**src/hdl/seq_pkg.sv**
```systemverilog
package seq_pkg;

  localparam int CAPACITY = 64;
  localparam int KEY_BITS = 16;

  localparam int IDX_W = $clog2(CAPACITY);
  localparam int CNT_W = $clog2(CAPACITY + 1);
  localparam int GROUP = 8;
  localparam int NGROUPS = (CAPACITY + GROUP - 1) / GROUP;

  localparam int ACT_W = 3;
  localparam int KEY_W = 16;
  localparam int TIME_W = 64;
  localparam int POS_W = 6;
  localparam int STAT_W = 2;
  localparam int COUNT_W = 7;

  localparam logic [ACT_W-1:0] ACT_INSERT       = 3'd0;
  localparam logic [ACT_W-1:0] ACT_UPDATE       = 3'd1;
  localparam logic [ACT_W-1:0] ACT_REMOVE_FIRST = 3'd2;
  localparam logic [ACT_W-1:0] ACT_REMOVE_AT    = 3'd3;
  localparam logic [ACT_W-1:0] ACT_FIND_KEY     = 3'd4;
  localparam logic [ACT_W-1:0] ACT_READ_AT      = 3'd5;

  typedef enum logic [STAT_W-1:0] {
    ST_OK,
    ST_FULL,
    ST_NOT_FOUND,
    ST_BAD
  } status_t;

  typedef enum logic [2:0] {
    S_IDLE,
    S_EXEC,
    S_MATCH,
    S_FIRST,
    S_GATHER,
    S_COLLECT,
    S_INSERT,
    S_FINISH
  } ctrl_state_t;

  typedef enum logic [3:0] {
    OP_NOP,
    OP_LOAD,
    OP_INS_TAIL,
    OP_INS_TIE,
    OP_REMOVE,
    OP_MATCH,
    OP_FIRST,
    OP_SEL_POS,
    OP_GATHER,
    OP_COLLECT,
    OP_RESULT
  } dp_op_t;

  typedef struct packed {
    dp_op_t  op;
    status_t status;
  } dp_cmd_t;

  typedef struct packed {
    logic [ACT_W-1:0] action;
    logic             full;
    logic             pos_bad;
    logic             match_none;
  } dp_stat_t;

  typedef struct packed {
    status_t             status;
    logic [COUNT_W-1:0]  entry_count;
    logic [KEY_W-1:0]    min_key;
    logic [TIME_W-1:0]   min_time;
    logic [KEY_W-1:0]    hit_key;
    logic [TIME_W-1:0]   hit_time;
    logic [POS_W-1:0]    hit_position;
  } result_t;

endpackage

```
**src/hdl/seq_ctrl.sv**
```systemverilog
module seq_ctrl (
  input  logic              clk,
  input  logic              rst,
  input  logic              in_valid,
  output logic              in_ready,
  input  logic              out_ready,
  output logic              out_valid,
  input  seq_pkg::dp_stat_t stat,
  output seq_pkg::dp_cmd_t  cmd
);
  import seq_pkg::*;

  ctrl_state_t state, state_next;
  status_t     res_status, res_status_next;
  logic        out_valid_next;

  always_ff @(posedge clk) begin
    if (rst) begin
      state      <= S_IDLE;
      res_status <= ST_OK;
      out_valid  <= 1'b0;
    end else begin
      state      <= state_next;
      res_status <= res_status_next;
      out_valid  <= out_valid_next;
    end
  end

  always_comb begin
    state_next      = state;
    res_status_next = res_status;
    out_valid_next  = out_valid & ~out_ready;
    in_ready        = 1'b0;
    cmd.op          = OP_NOP;
    cmd.status      = res_status;
    case (state)
      S_IDLE: begin
        in_ready = 1'b1;
        if (in_valid) begin
          cmd.op          = OP_LOAD;
          res_status_next = ST_OK;
          state_next      = S_EXEC;
        end
      end
      S_EXEC: begin
        state_next = S_FINISH;
        case (stat.action)
          ACT_INSERT: begin
            if (stat.full) res_status_next = ST_FULL;
            else cmd.op = OP_INS_TAIL;
          end
          ACT_UPDATE, ACT_FIND_KEY: begin
            cmd.op     = OP_MATCH;
            state_next = S_MATCH;
          end
          ACT_REMOVE_FIRST, ACT_REMOVE_AT: begin
            if (stat.pos_bad) res_status_next = ST_BAD;
            else cmd.op = OP_REMOVE;
          end
          ACT_READ_AT: begin
            if (stat.pos_bad) begin
              res_status_next = ST_BAD;
            end else begin
              cmd.op     = OP_SEL_POS;
              state_next = S_GATHER;
            end
          end
          default: res_status_next = ST_BAD;
        endcase
      end
      S_MATCH: begin
        if (stat.match_none) begin
          res_status_next = ST_NOT_FOUND;
          state_next      = S_FINISH;
        end else begin
          cmd.op     = OP_FIRST;
          state_next = S_FIRST;
        end
      end
      S_FIRST: begin
        if (stat.action == ACT_UPDATE) begin
          cmd.op     = OP_REMOVE;
          state_next = S_INSERT;
        end else begin
          cmd.op     = OP_GATHER;
          state_next = S_COLLECT;
        end
      end
      S_GATHER: begin
        cmd.op     = OP_GATHER;
        state_next = S_COLLECT;
      end
      S_COLLECT: begin
        cmd.op     = OP_COLLECT;
        state_next = S_FINISH;
      end
      S_INSERT: begin
        cmd.op     = OP_INS_TIE;
        state_next = S_FINISH;
      end
      S_FINISH: begin
        if (!out_valid || out_ready) begin
          cmd.op         = OP_RESULT;
          out_valid_next = 1'b1;
          state_next     = S_IDLE;
        end
      end
      default: state_next = S_IDLE;
    endcase
  end

endmodule

```
**config.mk**
```make
export PLATFORM = sky130hd
export DESIGN_NAME = seq_ctrl
export DESIGN_NICKNAME = d
export VERILOG_FILES = /design/src/hdl/seq_pkg.sv /design/src/hdl/seq_ctrl.sv
export SDC_FILE = /design/constraint.sdc
export NUM_CORES = 1
export LEC_CHECK = 0
export CORE_MARGIN = 2
export CORE_UTILIZATION = 40
export CTS_CLUSTER_SIZE = 10
export DETAILED_ROUTE_END_ITERATION = 8
export DONT_BUFFER_PORTS = 1
export PLACE_DENSITY = 0.55
export SLEW_MARGIN = 20
export SYNTH_ARGS = -nofsm -noshare
export SYNTH_HDL_FRONTEND = slang
export SYNTH_SLANG_ARGS = --single-unit
```
**constraint.sdc**
```tcl
create_clock -name clk -period 1.48 [get_ports clk]
set_clock_uncertainty 0.05 [all_clocks]
set_input_delay 0 -clock clk [delete_from_list [all_inputs] [get_ports clk]]
set_output_delay 0 -clock clk [all_outputs]
set_load 0.01 [all_outputs]
```
==> out/metrics.yaml, run 1 <==
status:
  status: "finished clean"
timing:
  hold_viol_final: 0
  finalSetupTns_ns: 0
  post-route-period-util_pct: 95.45
  fmax_ghz: 0.7079
  post-route-min-period_ns: 1.413
  maxSlewViolCount: 0
  timing.hold.ws_ns: 0.01404
  rsz0062_at_grt: "true"
  setup_viol: 0
  slew_headroom_pct: 80.22
  worst_pin_slew_ns: 0.2949
global_routing:
  grt_overflow: 0
  track_usage_pct: 17.04
  grt_antenna_before_repair: 0
  grt_max_degree: 18
  first_global_vias: 526
  grt_pass1_wl_um: 2283
drt:
  drt_iter0_drc: 20
  antenna_left: 0
  drt_wl_total_um: 1418
  wire_per_inst_um: 13.63
  vias: 614
  firstDrtPassIters: 4
  vias_per_cell: 5.904
  drc: 0
power_and_ir_drop:
  clockPowerShare_pct: 15.8
  ir_drop_v: 0.0007620
  combPwrFrac_pct: 52.9
  pwr_density_cell_mw_per_mm2: 1389
  power_switching_mw: 0.4034
  p_leak_nw: 0.2711
  power.share.sequential_pct: 31.4
  p_int_mw: 0.5625
  swShare_pct: 41.76
synthesis:
  async_reset_ff_share_pct: 0
  syn_nets: 90
  yosysWarnings: 0
  syn_inst: 80
  postSynthAreaPerCell_sq_um: 7.007
  netlist_area_sq_um: 560.5
  ys_seq_area_share_pct: 21.43
  synth-edff-count: 0
  synthFlopType: "dfxtp_1"
  synth_cell_type_count: 35
  ys_ff_latch: 6
clock_tree:
  clk_latency_ns: 0.25
  cts_tree: "yes"
  path_clk_slew_ns: 0.05
  cts_setup_buffers: 0
  clkSinkCount: 6
  clock_path_buffers: 2
  htree_levels: 1
  cts-root-buf: "clkbuf_4"
  cts_inserted_buffers: 3
cells_and_area:
  final_cell_mix: "10 x a21oi_1, 7 x buf_4, 6 x nand2_1, 6 x dlygate4sd3_1"
  drive_gt1_share_pct: 22.47
  final_cells: 104
  final_nets: 101
  final_cell_area_sq_um: 695.7
  antennaDiodeCount: 0
  syn_to_final_growth_pct: 24.11
  final_common_cell: "a21oi_1"
setup_path:
  arrival_ns: 1.36
  cp_num_buf_inv: 3
  cpLargestDelayFamily: "compound AO/OA/AOI/OAI gates"
  crit_slowest_cell: "dfxtp_4"
  critPathLaunchType: "flip-flop"
  end_kind: "output port"
  crit_path_max_fanout: 6
  critPathMaxStageDelay_ns: 0.37
  crit_top_cell: "buf_4"
  cp_cell_sequence: "buf_4 -> inv_2 -> o21a_1 -> o21ai_1 -> o41ai_2 -> buf_4"
  cp_data_required_time_ns: 1.43
  crit_type: "reg2out"
placement:
  placed_cell_area_sq_um: 596.8
  dp.cells: 95
  io_buffers: 0
  post-dp-hpwl_um: 1005
  routabilityCongestion: 0.7346
die:
  die-area_sq_mm: 0.001717
  initial_core_util_pct: 43.08
  chipWidth_um: 41.44
  chipHeight_um: 41.44
  ios: 18
  fp-row-count: 13
  core_sq_mm: 0.001301
job:
  cap_violations: 0
hold_path:
  min_path_type: "in2reg"
==> logic make-up (layout without fill, tap and decap cells) <==
| kind of cell | count (synthesis) | count (layout) | synth area share, % |
|---|---|---|---|
| AO/OA/AOI/OAI | 32 | 32 | 37.06 |
| multiplexers | 1 | 1 | 2.678 |
| AND/OR/NAND/NOR | 28 | 28 | 27.68 |
| flip-flops | 6 | 6 | 21.43 |
| XOR/XNOR | 1 | 1 | 1.563 |
| buffers and inverters | 12 | 21 | 9.598 |
==> power by group through the flow <==
stage / Sequential [mW] / Clock (mW) / Combinational, mW
6_report: 0.303 / 0.152 / 0.511
3_3_place_gp: 0.293 / 0 / 0.483
3_5_place_dp: 0.293 / 0 / 0.485
4_1_cts: 0.292 / 0.158 / 0.503
2_1_floorplan: 0.241 / 0 / 0.404
5_1_grt: 0.311 / 0.173 / 0.566
==> path summary, 6_finish.rpt <==
| check | from | to | slack, ns | cells past startpoint |
|---|---|---|---|---|
| hold reg to reg | res_status[0]$_SDFFE_PP0P_ | res_status[0]$_SDFFE_PP0P_ | 0.52 | 2 |
| setup / recovery | state[0]$_SDFFE_PP0P_ | cmd[3] | 0.07 | 6 |
| hold / removal | stat[3] | state[1]$_SDFFE_PP0P_ | 0.01 | 3 |
| setup reg to reg | state[0]$_SDFFE_PP0P_ | res_status[1]$_SDFFE_PP0P_ | 0.19 | 5 |
==> flip-flops by register name (all words and copies together), names as in the netlist <==
name and cells:
res_status 2, state 3, out_valid 1
==> area by class of cell <==
cell class	count	area, sq um
clock buffers	3	22.52
fillers	135	605.6
inverters	5	18.77
multi-input cells	62	396.6
flip-flops and latches	6	126.4
well taps	15	18.77
repair buffers	13	112.6
==> synthesized netlist by cell type, types with 2 or more instances <==
library cell	instances	area [sq um]
a211oi_1	3	22.52
a21oi_1	10	50.05
buf_2	4	20.02
clkbuf_1	2	7.510
dfxtp_1	6	120.1
inv_1	4	15.01
nand2_1	6	22.52
nand2b_1	3	18.77
nand3_1	2	10.01
nor2_1	4	15.01
nor2b_1	4	25.02
nor3_1	3	15.01
o21ai_0	3	15.01
o21ai_1	4	20.02
o21bai_1	2	15.01
==> repair_timing <==
| action | in CTS | in global routing |
|---|---|---|
| hold buffers | 6 | 0 |
| endpoints found under the setup margin | 1 | 4 |
| hold endpoints to repair | 6 | 0 |
| resized for setup | 1 | 5 |
==> through the flow <==
step | util, % | power (mW) | setup WS (ns)
2_1_floorplan | - | 0.6453 | 0.1744
3_3_place_gp | 45.87 | 0.7754 | 0.1141
3_5_place_dp | 45.87 | 0.7777 | 0.1418
4_1_cts | 52.31 | 0.9522 | 0.01396
5_1_grt | 53.46 | 1.050 | -0.03234
6_report | 53.46 | 0.9660 | 0.06737
==> layer usage <==
layer,up-vias,wire [um],track usage (%)
li1,308,-,-
met1,281,650,22.37
met2,22,642,25.31
met3,3,112,7.826
met4,0,12,3.871
met5,-,0,0
==> worst reg2reg max path, delay by kind of cell (launching register included) <==
kind	cells	cell delay, ns
flip-flops	1	0.36
AO/OA/AOI/OAI	1	0.14
AND/OR/NAND/NOR	2	0.20
multiplexers	1	0.27
buffers and inverters	1	0.16
Power figures use the tool's default switching activity.
==> run 2, diff against run 1 <==
--- a/config.mk
+++ b/config.mk
@@ -5,13 +5,17 @@
 export SDC_FILE = /design/constraint.sdc
 export NUM_CORES = 1
 export LEC_CHECK = 0
+export CELL_PAD_IN_SITES_DETAIL_PLACEMENT = 2
+export CELL_PAD_IN_SITES_GLOBAL_PLACEMENT = 2
 export CORE_MARGIN = 2
-export CORE_UTILIZATION = 40
+export CORE_UTILIZATION = 31
 export CTS_CLUSTER_SIZE = 10
 export DETAILED_ROUTE_END_ITERATION = 8
 export DONT_BUFFER_PORTS = 1
-export PLACE_DENSITY = 0.55
+export GPL_TIMING_DRIVEN = 0
+export PLACE_DENSITY = 0.75
 export SLEW_MARGIN = 20
 export SYNTH_ARGS = -nofsm -noshare
 export SYNTH_HDL_FRONTEND = slang
 export SYNTH_SLANG_ARGS = --single-unit
+export TNS_END_PERCENT = 5
==> run 2 against run 1 <==
Against the previous run: clock power about the same; first-iteration DRC count decreased by 65%; global-route usage is 1.1 points higher; setup slack gained 0.0091 ns; total power is 2.9% lower; sequential cell count is the same; critical path depth decreased by 1; final cell count is 4.8% higher; combinational power hardly changed; sequential share of layout area increased by 0.49 points; count of clock-buffer cells in the layout unchanged; largest power group unchanged.
==> out/metrics.yaml, run 2 (same netlist as run 1, synthesis figures left out) <==
status:
  status: "finished clean"
setup_path:
  r2r_slack_ns: 0.10  # -0.09 ns
  rr_worst_depth: 4  # -1
  arrival_ns: 1.35  # about the same
  cp_data_required_time_ns: 1.43  # about the same
  crit_type: "reg2out"
  rr_endpoint: "res_status[1]$_SDFFE_PP0P_"
  cp_num_buf_inv: 2  # -1
  critPathLaunchType: "flip-flop"
  crit_slowest_cell: "dfxtp_2"
  critPathMaxStageDelay_ns: 0.38  # about the same
  cp_cell_sequence: "buf_4 -> inv_2 -> o21a_1 -> o21ai_1 -> o41ai_2"
  cp_num_cells: 5  # -1
  crit_path_max_fanout: 10  # +4
  end_kind: "output port"
  cpLargestDelayFamily: "compound AO/OA/AOI/OAI gates"
  r2r-start: "state[1]$_SDFFE_PP0P_"
  worstSetupStartpoint: "state[0]$_SDFFE_PP0P_"
power_and_ir_drop:
  p_int_mw: 0.5065  # -10%
  power_switching_mw: 0.4319  # +7.0%
  clockPowerShare_pct: 16.2  # +0.4 points
  pwr_density_cell_mw_per_mm2: 1442  # +3.9%
  p_leak_nw: 0.2453  # -9.5%
  swShare_pct: 46.02  # +4.3 points
  power.share.sequential_pct: 29.2  # -2.2 points
  ir_drop_v: 0.0005737  # -25%
  combPwrFrac_pct: 54.7  # +1.8 points
cells_and_area:
  syn_to_final_growth_pct: 16.07
  final_nets: 96  # -5.0%
  final_cell_area_sq_um: 650.6  # -6.5%
  top_regs: "state: 3 flops, res_status: 2 flops, out_valid: 1 flops"
  largest_reg_flops: 3  # unchanged
  final_common_cell: "a21oi_1"
  largest_register: "state"
  drive_gt1_share_pct: 20.24  # -2.2 points
  final_cells: 109  # +4.8%
  final_cell_mix: "10 x a21oi_1, 6 x nand2_1, 5 x dfxtp_1"
  fillers: 219  # +62%
  antennaDiodeCount: 0  # unchanged
timing:
  timing.hold.ws_ns: 0.01392  # -0.0001187 ns
  setup_viol: 0  # unchanged
  fmax_ghz: 0.7125  # +0.65%
  post-route-period-util_pct: 94.83  # -0.61 points
  worst_pin_slew_ns: 0.4485  # +0.1536 ns
  slew_headroom_pct: 69.87  # -10 points
  maxSlewViolCount: 0  # unchanged
  hold_viol_final: 0  # unchanged
  post-route-min-period_ns: 1.404  # -0.009071 ns
  rsz0062_at_grt: "false"
drt:
  drc: 0  # unchanged
  vias_per_cell: 5.587  # -5.4%
  antenna_left: 0  # unchanged
  firstDrtPassIters: 3  # -1
  drt_iter0_drc: 7  # -65%
  wire_per_inst_um: 16.06  # +18%
  vias: 609  # -0.81%
  drt_wl_total_um: 1750  # +23%
clock_tree:
  cts_inserted_buffers: 3  # unchanged
  path_clk_slew_ns: 0.04  # about the same
  cts-root-buf: "clkbuf_4"
  clock_path_buffers: 2  # unchanged
  htree_levels: 1  # unchanged
  clkSinkCount: 6  # unchanged
  cts_tree: "yes"
  clk_latency_ns: 0.25  # about the same
die:
  fp-row-count: 15  # +2
  core_sq_mm: 0.001708  # +31%
  initial_core_util_pct: 32.82  # -10 points
  ios: 18  # unchanged
  die-area_sq_mm: 0.002164  # +26%
  chipHeight_um: 46.52  # +12%
  chipWidth_um: 46.52  # +12%
hold_path:
  worstHoldPathCells: 2  # -1
  hold_path.startpoint: "out_ready"
  min_delay_worst_endpoint: "out_valid$_SDFF_PP0_"
  min_path_type: "in2reg"
global_routing:
  first_global_vias: 612  # +16%
  grt_max_degree: 11  # -7
  track_usage_pct: 18.14  # +1.1 points
  grt_overflow: 0  # unchanged
  grt_pass1_wl_um: 2725  # +19%
  grt_antenna_before_repair: 0  # unchanged
placement:
  placed_cell_area_sq_um: 591.8  # -0.84%
  routabilityCongestion: 0.7145  # -2.7%
  io_buffers: 0  # unchanged
  post-dp-hpwl_um: 1254  # +25%
  dp.cells: 105  # +11%
job:
  cap_violations: 0  # unchanged
## run 2: changes by cell type in the layout (fill, tap and decap cells not counted), sizes merged
cell / previous run / this run
clkbuf: 3 / 4
buf: 7 / 5
dlygate4sd3: 6 / 2
## run 2: through the flow
step	worst slack, ns	power [mW]	util (%)	setup TNS, ns
floorplan	0.1744	0.6453	-	0
global placement	-0.08870	0.7417	34.65	-0.1085
detailed placement	-0.1109	0.7507	34.65	-0.1561
CTS	0.005096	0.9219	37.58	0
global route	0.001683	1.022	38.10	0
finish	0.07645	0.9384	38.10	0
## run 2: how the worst max path moves through the flow
stage	end
detailed placement	res_status[1]$_SDFFE_PP0P_
global route	cmd[3]
CTS	cmd[3]
floorplan	res_status[1]$_SDFFE_PP0P_
global placement	res_status[1]$_SDFFE_PP0P_
finish	cmd[3]
## run 2: power by group through the flow
stage / combinational (mW) / clock, mW / sequential, mW
final: 0.513 / 0.152 / 0.274
after global routing: 0.570 / 0.170 / 0.282
after CTS: 0.497 / 0.155 / 0.270
after detailed placement: 0.500 / 0 / 0.251
after global placement: 0.491 / 0 / 0.251
after floorplan: 0.404 / 0 / 0.241
## run 2: worst register-to-register path, stage by stage (launching register included)
cell	delay, ns
dfxtp_1	0.35
o21bai_1	0.17
a21oi_1	0.30
o21ai_2	0.11
mux2_4	0.30
## run 2: final cells by class
type                            count  area (sq um)  area share [%]
Inverter                            5         18.77           2.885
Buffer                              6         40.04           6.154
Timing Repair Buffer                2         20.02           3.077
Sequential cell                     6         121.4           18.65
Multi-Input combinational cell     62         396.6           60.96
Clock buffer                        3         22.52           3.462
Tap cell                           25         31.28           4.808
## run 2: per-layer routing
layer / routed length [um] / GRT usage [%] / share of wire, %
met5: 0 / 0 / 0
met4: 0 / 1.714 / 0
met3: 89 / 7.843 / 5.1
met2: 841 / 29.17 / 48
met1: 818 / 23.15 / 47
## run 2: what timing repair did
action                                 in CTS  in global routing
gates cloned                                0                  0
endpoints found under the hold margin       6                  0
hold buffers                                2                  0
gates resized for setup                     3                  6
setup buffers                               0                  0
setup endpoints to repair                   6                  4
